--- src/gamma_correct_box_downscaler_core_macros.svh ---
// ----------------------------------------------------------------------------
// Assertion macros for the gamma-correct box downscaler
// Concurrent assertion forms used by the RTL sequencer, gcbd_ctrl.
// ----------------------------------------------------------------------------
`ifndef GAMMA_CORRECT_BOX_DOWNSCALER_CORE_MACROS_SVH
`define GAMMA_CORRECT_BOX_DOWNSCALER_CORE_MACROS_SVH

// Same-cycle implication checked on every clock edge outside reset.
`define GCBD_ASSERT_IMPLY(lbl, clk, rst_n, pre, post) \
  lbl: assert property (@(posedge clk) disable iff (!rst_n) (pre) |-> (post)) \
    else $error("gcbd: implication check failed");

// Next-cycle implication checked on every clock edge outside reset.
`define GCBD_ASSERT_NEXT(lbl, clk, rst_n, pre, post) \
  lbl: assert property (@(posedge clk) disable iff (!rst_n) (pre) |=> (post)) \
    else $error("gcbd: sequence check failed");

`endif

--- src/gcbd_pkg.sv ---
// ----------------------------------------------------------------------------
// gcbd_pkg
// Shared types, constants and lookup tables of the gamma-correct downscaler.
// ----------------------------------------------------------------------------
package gcbd_pkg;

  localparam int MAX_OUT_WIDTH_DEF  = 128;
  localparam int MAX_SOURCE_DIM_DEF = 4096;

  localparam int CFG_IDX_W  = 3;
  localparam int CFG_DATA_W = 13;

  localparam logic [CFG_IDX_W-1:0] REG_SOURCE_WIDTH  = 3'd0;
  localparam logic [CFG_IDX_W-1:0] REG_SOURCE_HEIGHT = 3'd1;
  localparam logic [CFG_IDX_W-1:0] REG_SCALE_Q8      = 3'd2;
  localparam logic [CFG_IDX_W-1:0] REG_OUTPUT_WIDTH  = 3'd3;
  localparam logic [CFG_IDX_W-1:0] REG_OUTPUT_HEIGHT = 3'd4;

  localparam logic [12:0] RST_SOURCE_WIDTH  = 13'd640;
  localparam logic [12:0] RST_SOURCE_HEIGHT = 13'd480;
  localparam logic [11:0] RST_SCALE_Q8      = 12'd1536;
  localparam logic [7:0]  RST_OUTPUT_WIDTH  = 8'd107;
  localparam logic [7:0]  RST_OUTPUT_HEIGHT = 8'd60;

  localparam logic [11:0] SCALE_ONE = 12'd256;

  localparam int SUM_W   = 24;
  localparam int CNT_W   = 9;
  localparam int LIN_W   = 16;
  localparam int LANES   = 3;
  localparam int CIDX_W  = 10;

  // Commands from the controller to the datapath.
  typedef struct packed {
    logic accept;
    logic acc_step;
    logic load_out;
  } cmd_t;

  // Status from the datapath to the controller.
  typedef struct packed {
    logic emit;
    logic div_done;
    logic out_free;
  } status_t;

  typedef logic [LIN_W-1:0] expand_lut_t [256];
  typedef logic [7:0]       compress_lut_t [1024];

  // floor((c/255)^2.2 * 65535): largest v with v^5 * 255^11 <= 65535^5 * c^11.
  function automatic expand_lut_t build_expand_lut();
    expand_lut_t  t;
    logic [191:0] k255, k65535, lhs, rhs;
    int           lo, hi, mid, i;
    k255   = 192'd1;
    k65535 = 192'd1;
    for (i = 0; i < 11; i++) k255 = k255 * 192'd255;
    for (i = 0; i < 5; i++) k65535 = k65535 * 192'd65535;
    for (int c = 0; c < 256; c++) begin
      rhs = k65535;
      for (i = 0; i < 11; i++) rhs = rhs * 192'(c);
      lo = 0;
      hi = 65535;
      while (lo < hi) begin
        mid = (lo + hi + 1) / 2;
        lhs = k255;
        for (i = 0; i < 5; i++) lhs = lhs * 192'(mid);
        if (lhs <= rhs) lo = mid;
        else hi = mid - 1;
      end
      t[c] = LIN_W'(lo);
    end
    return t;
  endfunction

  // floor(255 * (i/1023)^(1/2.2)): largest v with v^11 * 1023^5 <= 255^11 * i^5.
  function automatic compress_lut_t build_compress_lut();
    compress_lut_t t;
    logic [191:0]  k255, k1023, lhs, rhs;
    int            lo, hi, mid, i;
    k255  = 192'd1;
    k1023 = 192'd1;
    for (i = 0; i < 11; i++) k255 = k255 * 192'd255;
    for (i = 0; i < 5; i++) k1023 = k1023 * 192'd1023;
    for (int c = 0; c < 1024; c++) begin
      rhs = k255;
      for (i = 0; i < 5; i++) rhs = rhs * 192'(c);
      lo = 0;
      hi = 255;
      while (lo < hi) begin
        mid = (lo + hi + 1) / 2;
        lhs = k1023;
        for (i = 0; i < 11; i++) lhs = lhs * 192'(mid);
        if (lhs <= rhs) lo = mid;
        else hi = mid - 1;
      end
      t[c] = 8'(lo);
    end
    return t;
  endfunction

  localparam expand_lut_t   EXPAND_LUT   = build_expand_lut();
  localparam compress_lut_t COMPRESS_LUT = build_compress_lut();

endpackage

--- src/gcbd_ctrl.sv ---
// ----------------------------------------------------------------------------
// gcbd_ctrl
// Sequencer: accept, accumulate, divide and hand off one output pixel.
// ----------------------------------------------------------------------------
`include "gamma_correct_box_downscaler_core_macros.svh"

module gcbd_ctrl
  import gcbd_pkg::*;
(
  input  logic    clk_i,
  input  logic    rst_ni,
  input  logic    in_valid_i,
  output logic    in_ready_o,
  input  status_t status_i,
  output cmd_t    cmd_o
);

  typedef enum logic [3:0] {
    ST_IDLE = 4'b0001,
    ST_ACC  = 4'b0010,
    ST_DIV  = 4'b0100,
    ST_OUT  = 4'b1000
  } state_e;

  state_e state_q, state_d;

  always_comb begin
    state_d        = state_q;
    cmd_o          = '0;
    in_ready_o     = 1'b0;
    unique case (state_q)
      ST_IDLE: begin
        in_ready_o   = 1'b1;
        cmd_o.accept = in_valid_i;
        if (in_valid_i) state_d = ST_ACC;
      end
      ST_ACC: begin
        cmd_o.acc_step = 1'b1;
        state_d        = status_i.emit ? ST_DIV : ST_IDLE;
      end
      ST_DIV: begin
        if (status_i.div_done) state_d = ST_OUT;
      end
      ST_OUT: begin
        cmd_o.load_out = status_i.out_free;
        if (status_i.out_free) state_d = ST_IDLE;
      end
      default: state_d = ST_IDLE;
    endcase
  end

  always_ff @(posedge clk_i or negedge rst_ni) begin
    if (!rst_ni) begin
      state_q <= ST_IDLE;
    end else begin
      state_q <= state_d;
    end
  end

  `GCBD_ASSERT_NEXT(a_acc_single, clk_i, rst_ni, state_q == ST_ACC, state_q != ST_ACC)
  `GCBD_ASSERT_NEXT(a_div_to_out, clk_i, rst_ni, state_q == ST_DIV && status_i.div_done, state_q == ST_OUT)
  `GCBD_ASSERT_NEXT(a_quiet_item, clk_i, rst_ni, state_q == ST_ACC && !status_i.emit, state_q == ST_IDLE)

endmodule

--- config.mk ---
export PLATFORM = sky130hd
export DESIGN_NAME = gcbd_ctrl
export DESIGN_NICKNAME = d
export VERILOG_FILES = /design/src/gcbd_pkg.sv /design/src/gcbd_ctrl.sv
export VERILOG_INCLUDE_DIRS = /design/src /design/src/src
export SDC_FILE = /design/constraint.sdc
export NUM_CORES = 1
export LEC_CHECK = 0
export ABC_AREA = 1
export BUFFER_PORTS_ARGS = -buffer_cell sky130_fd_sc_hd__buf_4
export CORE_AREA = 3 3 40 42
export DETAILED_ROUTE_END_ITERATION = 16
export DIE_AREA = 0 0 43 45
export PLACE_DENSITY = 0.39
export SLEW_MARGIN = 20
export SYNTH_ARGS = -nofsm -noshare
export SYNTH_HDL_FRONTEND = slang
export SYNTH_SLANG_ARGS = --single-unit
--- constraint.sdc ---
create_clock -name clk_i -period 1.1 [get_ports clk_i]
set_input_delay 0.22 -clock clk_i [delete_from_list [all_inputs] [get_ports clk_i]]
set_output_delay 0.22 -clock clk_i [all_outputs]
set_load 0.02 [all_outputs]
==> results of run 1 <==
metrics by stage:
stage / worst slack (ps) / area [um^2] / TNS (ps)
after floorplan: -12.2 / 251 / -16.4
after global routing: -408 / 463 / -1850
final: -312 / 463 / -1310
after detailed placement: -115 / 383 / -316
after CTS: -318 / 460 / -1370
after global placement: -84.8 / 383 / -206
path summary, 6_finish.rpt:
| kind | start | cells after the start | to | slack (ps) |
|---|---|---|---|---|
| worst max-delay path | state_q[2]$_DFFE_PN0P_ | 3 | cmd_o[1] | -310 |
| min in group asynchronous | rst_ni | 2 | state_q[2]$_DFFE_PN0P_ | 310 |
| worst max register to register | state_q[2]$_DFFE_PN0P_ | 6 | state_q[0]$_DFFE_PN1P_ | -70 |
| max in group asynchronous | rst_ni | 2 | state_q[0]$_DFFE_PN1P_ | 580 |
| worst min-delay path | status_i[2] | 3 | state_q[2]$_DFFE_PN0P_ | 260 |
| worst min register to register | state_q[1]$_DFFE_PN0P_ | 3 | state_q[3]$_DFFE_PN0P_ | 600 |
repair_timing:
action | 4_1_cts | 5_1_grt
buffers inserted | 1 | 0
hold buffers | 1 | 0
hold endpoints to repair | 4 | 0
endpoints found under the setup margin | 7 | 7
pin swaps | 3 | 2
resized for setup | 8 | 1
layout by cell type (no fill, tap or decap), drive strengths merged:
cell,count
buf,16
inv,8
nor2,8
nand2,5
nand3,5
clkbuf,4
dfrtp,3
nor4,1
nand4,1
o21ai,1
o21bai,1
dlygate4sd3,1
dfstp,1
cells by family after synthesis:
logic type	after synthesis	share of synthesized area
buffers and inverters	8	0.129
and+or+nand+nor	20	0.382
DFF	4	0.435
AOI/OAI and AO/OA	2	0.0538
metal layers:
metal / vias up / wire [um] / global-route usage
li1: 146 / - / -
met1: 128 / 239 / 0.0825
met2: 11 / 384 / 0.150
met3: 2 / 62 / 0.0518
met4: 0 / 11 / 0.0723
met5: - / 0 / 0
cell type report:
class                           count  area (um^2)
Timing Repair Buffer               17          138
Clock buffer                        4         26.3
Tap cell                           15         18.8
Sequential cell                     4          101
Fill cell                         150          822
Inverter                            8         32.5
Multi-Input combinational cell     22          146
power groups by stage:
| stage | logic (mW) | registers, mW | clock network [mW] |
|---|---|---|---|
| floorplan | 0.267 | 0.246 | 0 |
| global placement | 0.506 | 0.244 | 0 |
| detailed placement | 0.507 | 0.245 | 0 |
| CTS | 0.570 | 0.259 | 0.219 |
| global route | 0.628 | 0.267 | 0.234 |
| finish | 0.568 | 0.260 | 0.205 |
worst max-delay path, delay by kind of cell (launching register included):
kind | cells | cell delay [ps]
buffers and inverters | 2 | 320
DFF | 1 | 390
and+or+nand+nor | 1 | 240
==> metrics.txt, run 1 <==
Via density=4.10; die width=43 um; initial antenna violation count=0; Clk pwr share=0.198; most flop-heavy register=state_q; RSZ-0062 raised after global routing=true; Regs by FF count=state_q: 4 flops; pin count of the biggest net entering global routing=5; outcome=complete, but fails checks; Yosys reg bits=4; number of I/O pins=10; power per standard cell area=2230 nW/um^2; vias in the first global route=286; crit path cell chain=buf_6 > nor4_4 > buf_4; H-tree Lvls=1; Synth top area share=0.323; Max VDD drop=1150 uV; Tmin final=1410 ps; Critical Path Sink Type=output pin; leak pwr=0.245 nW; TritonRoute pass-1 iters=2; hold crit path type=input pin to register; post-DP HPWL=518 um; ANT nets after route=0; total CTS buffers=3; Hold WS=257 ps; Worst Tran Pin Value=207 ps; clk sinks=4; port buffer count=9; wire per inst=9.96 um; share of cells above drive strength 1=0.509; Sw Pwr=0.417 mW; Iter 0 DRT Violations=3; total chip power=1.03 mW; Achievable Freq=0.708 GHz; Distinct cells, synth=11; Max Cap Viol=0; # nets final=62; Initial Utilization=0.181; global-route wire length before repair=1190 um; nature of the critical path startpoint=register; Post-synth EDFFs=0; Net Sw Frac=0.403; Critical Path Fanout Max=3; Total Wirelength=697 um; CP required=880 ps; post-synth net total=40; GPL Wtd Cong=0.689; worst path arrival time=1190 ps; kind of critical path=register to output pin; Syn Inst Count=34; final core area utilization=0.360; TritonCTS clock tree=yes; synthesized area=233 um^2; Rows=13; Die ar.=1940 um^2; CTS clk-pin slew, worst paths=40 ps; Hold Vio Cnt, Final=0; Slowest-stage cell, CP=dfrtp_1; Overflow after GRT=0; Worst slew margin=0.862; clk buf depth=2; GRT Resource Usage Total=0.0910; Clock Skews=11.1 ps; Final Non-Filler Cells=70; Synth area leader=dfrtp_1; Seq/Total Area, Yosys=0.435; Vias=287; crit share post-route=1.28; Worst-Skew Late Latency=240 ps; n_diodes=0; Die Span Y=45 um; failing checks=negative setup slack; dominant cells by area after synthesis=dfrtp_1 (32%), inv_1 (13%), dfstp_2 (11%); placed cells=64; final setup violation count=6; root buf cell=clkbuf_4; P&R area growth vs syn=98.9%; CP max stage delay=390 ps; dominant synthesized flop cell=dfrtp_1; Mapped Avg Cell Area=6.84 um^2; max FFs per register=4; combinational power share=0.550; drt drc=0; async set or reset register ratio after synthesis=1.00; Int Power=0.617 mW; fin. max-slew vios=0; sequential power share=0.252; most common library cells after synthesis=inv_1 (8), nor2_1 (7), nand2_1 (5), nand3_1 (5), dfrtp_1 (3); top-count cell post-synth=inv_1; worst path setup slack after routing=-312 ps; Yosys warnings=0; Core Footprint=1280 um^2
No activity file was read; power rests on OpenSTA's default activity.
==> run 2, diff against run 1 <==
--- a/config.mk
+++ b/config.mk
@@ -7,11 +7,11 @@
 export NUM_CORES = 1
 export LEC_CHECK = 0
 export ABC_AREA = 1
-export BUFFER_PORTS_ARGS = -buffer_cell sky130_fd_sc_hd__buf_4
 export CORE_AREA = 3 3 40 42
 export DETAILED_ROUTE_END_ITERATION = 16
 export DIE_AREA = 0 0 43 45
-export PLACE_DENSITY = 0.39
+export DONT_BUFFER_PORTS = 1
+export PLACE_DENSITY = 0.3
 export SLEW_MARGIN = 20
 export SYNTH_ARGS = -nofsm -noshare
 export SYNTH_HDL_FRONTEND = slang
==> constraint.sdc (replaced) <==
create_clock -name clk_i -period 1.4 [get_ports clk_i]
set_input_delay 0.28 -clock clk_i [delete_from_list [all_inputs] [get_ports clk_i]]
set_output_delay 0.28 -clock clk_i [all_outputs]
set_load 0.02 [all_outputs]
==> run 2 against run 1 <==
  * Via count fell by 8.7%
  * Routed wire length fell by 0.86%
  * Sequential share of layout area rose by 3.3 points
  * Worst hold slack got worse by 25 ps
  * The run still ends with negative setup slack left
  * Critical path type unchanged
  * Sequential power fell by 22%
==> metrics.txt, run 2 (synthesis results as in run 1) <==
outcome=complete, but fails checks (unchanged); failing checks=negative setup slack (unchanged); r2r endpoint=state_q[0]$_DFFE_PN1P_ (unchanged); GRT Resource Usage Total=0.0792 (was 0.0910); worst path arrival time=1140 ps (was 1190 ps); Via density=4.09 (was 4.10); Regs by FF count=state_q: 4 flops (unchanged); worst path setup slack after routing=-19.1 ps (was -312 ps); Net Sw Frac=0.397 (was 0.403); Total Wirelength=691 um (was 697 um); R2R Path Start=state_q[3]$_DFFE_PN0P_ (was state_q[2]$_DFFE_PN0P_); most frequent cells in the layout=inv_1 (8), buf_4 (8), nand2_1 (5) (was buf_4 (14), inv_1 (6), nand2_1 (5)); Hold WS=232 ps (was 257 ps); max FFs per register=4 (unchanged); initial antenna violation count=0 (unchanged); power per standard cell area=1880 nW/um^2 (was 2230 nW/um^2); Worst-Skew Late Latency=240 ps (about the same); Rows=13 (unchanged); Critical Path Fanout Max=4 (was 3); Vias=262 (was 287); DR top layer=met3 (was met4); Critical Path Sink Type=output pin (unchanged); Initial Utilization=0.181 (unchanged); Max VDD drop=712 uV (was 1150 uV); Tmin final=1420 ps; Worst Tran Pin Value=204 ps (was 207 ps); Achievable Freq=0.705 GHz; wire length on met2=384 um (unchanged); kind of critical path=register to output pin (unchanged); pin count of the biggest net entering global routing=5 (unchanged); Worst slew margin=0.863 (was 0.862); ANT nets after route=0 (unchanged); share of cells above drive strength 1=0.469 (was 0.509); Placement Setup Slack=120 ps (was -115 ps); hold crit path type=input pin to register (unchanged); TritonCTS clock tree=yes (unchanged); GPL Wtd Cong=0.711 (was 0.689); nature of the critical path startpoint=register (unchanged); Iter 0 DRT Violations=6 (was 3); H-tree Lvls=1 (unchanged); WHS Endpoint=state_q[1]$_DFFE_PN0P_ (was state_q[2]$_DFFE_PN0P_); P&R area growth vs syn=74.7% (was 98.9%); Clk pwr share=0.203 (was 0.198); n_diodes=0 (unchanged); crit share post-route=1.01; sequential power share=0.265 (was 0.252); port buffer count=0 (was 9); fin. max-slew vios=0 (unchanged); clk sinks=4 (unchanged); Int Power=0.461 mW (was 0.617 mW); vias in the first global route=273 (was 286); Die Span Y=45 um (unchanged); met3 wire len=37 um (was 62 um); most flop-heavy register=state_q (unchanged); combinational power share=0.532 (was 0.550); clk buf depth=2 (unchanged); total CTS buffers=3 (unchanged); register-to-register path setup slack=80 ps (was -70 ps); CP required=1120 ps (was 880 ps); leak pwr=0.221 nW (was 0.245 nW); final core area utilization=0.316 (was 0.360); TritonRoute pass-1 iters=4 (was 2); total chip power=0.765 mW (was 1.03 mW); hold wc startpoint=in_valid_i (was status_i[2]); CTS clk-pin slew, worst paths=30 ps (was 40 ps); Overflow after GRT=0 (unchanged); Hold Vio Cnt, Final=0 (unchanged); WL met1=269 um (was 239 um); wire per inst=10.8 um (was 9.96 um); reg2reg path depth=8 (was 6); root buf cell=clkbuf_4 (unchanged); Sw Pwr=0.304 mW (was 0.417 mW); drt drc=0 (unchanged); final setup violation count=1 (was 6); global-route wire length before repair=1060 um (was 1190 um); # nets final=56 (was 62); Clock Skews=12.6 ps (was 11.1 ps); post-DP HPWL=443 um (was 518 um); Max Cap Viol=0 (unchanged); worst hold path depth=2 (was 3); Die ar.=1940 um^2 (unchanged); Core Footprint=1280 um^2 (unchanged); RSZ-0062 raised after global routing=true (unchanged); number of I/O pins=10 (unchanged); die width=43 um (unchanged)
run 2: how the worst max path moves through the flow:
stage / from / depth (start not counted) / slack, ps / end
after detailed placement: state_q[3]$_DFFE_PN0P_ / 4 / 120 / cmd_o[2]
after global placement: state_q[3]$_DFFE_PN0P_ / 4 / 150 / cmd_o[2]
after global routing: state_q[2]$_DFFE_PN0P_ / 2 / -120 / cmd_o[1]
final: state_q[0]$_DFFE_PN1P_ / 3 / -20 / cmd_o[2]
after CTS: state_q[2]$_DFFE_PN0P_ / 4 / -30 / cmd_o[2]
after floorplan: state_q[3]$_DFFE_PN0P_ / 1 / 20 / cmd_o[1]
run 2: cell type report:
cell class	count	area (um^2)
fillers	146	878
flip-flops and latches	4	103
inverters	8	30.0
multi-input cells	22	136
repair buffers	11	92.6
clock buffers	4	26.3
well taps	15	18.8
run 2: what timing repair did:
item / in CTS / in global routing
pin swaps: 2 / 1
setup endpoints to repair: 2 / 4
resized for setup: 2 / 8
endpoints found under the hold margin: 4 / 0
hold buffers: 1 / 0
buffers inserted: 5 / 2
run 2: routing by layer:
metal / vias to the layer above / GRT usage
li1: 136 / -
met1: 115 / 0.0823
met2: 11 / 0.114
met3: 0 / 0.0438
met4: 0 / 0.0723
met5: - / 0
run 2: critical path, cell delays in order, from the launching register on:
cell and delay [ps]:
dfstp_2 570, nand3_2 110, nor2_2 90, buf_4 140
run 2: power groups by stage:
stage / Clock, mW / Combinational (mW) / Sequential [mW]
after floorplan: 0 / 0.178 / 0.187
after global placement: 0 / 0.234 / 0.198
after detailed placement: 0 / 0.233 / 0.195
after CTS: 0.164 / 0.325 / 0.195
after global routing: 0.177 / 0.449 / 0.207
final: 0.155 / 0.407 / 0.203
run 2: metrics by stage:
stage | cell area, um^2 | TNS, ps | instances
after floorplan | 233 | 0 | 34
after global placement | 274 | 0 | 52
after detailed placement | 274 | 0 | 52
after CTS | 355 | -29.4 | 62
after global routing | 407 | -337 | 64
final | 407 | -19.1 | 64
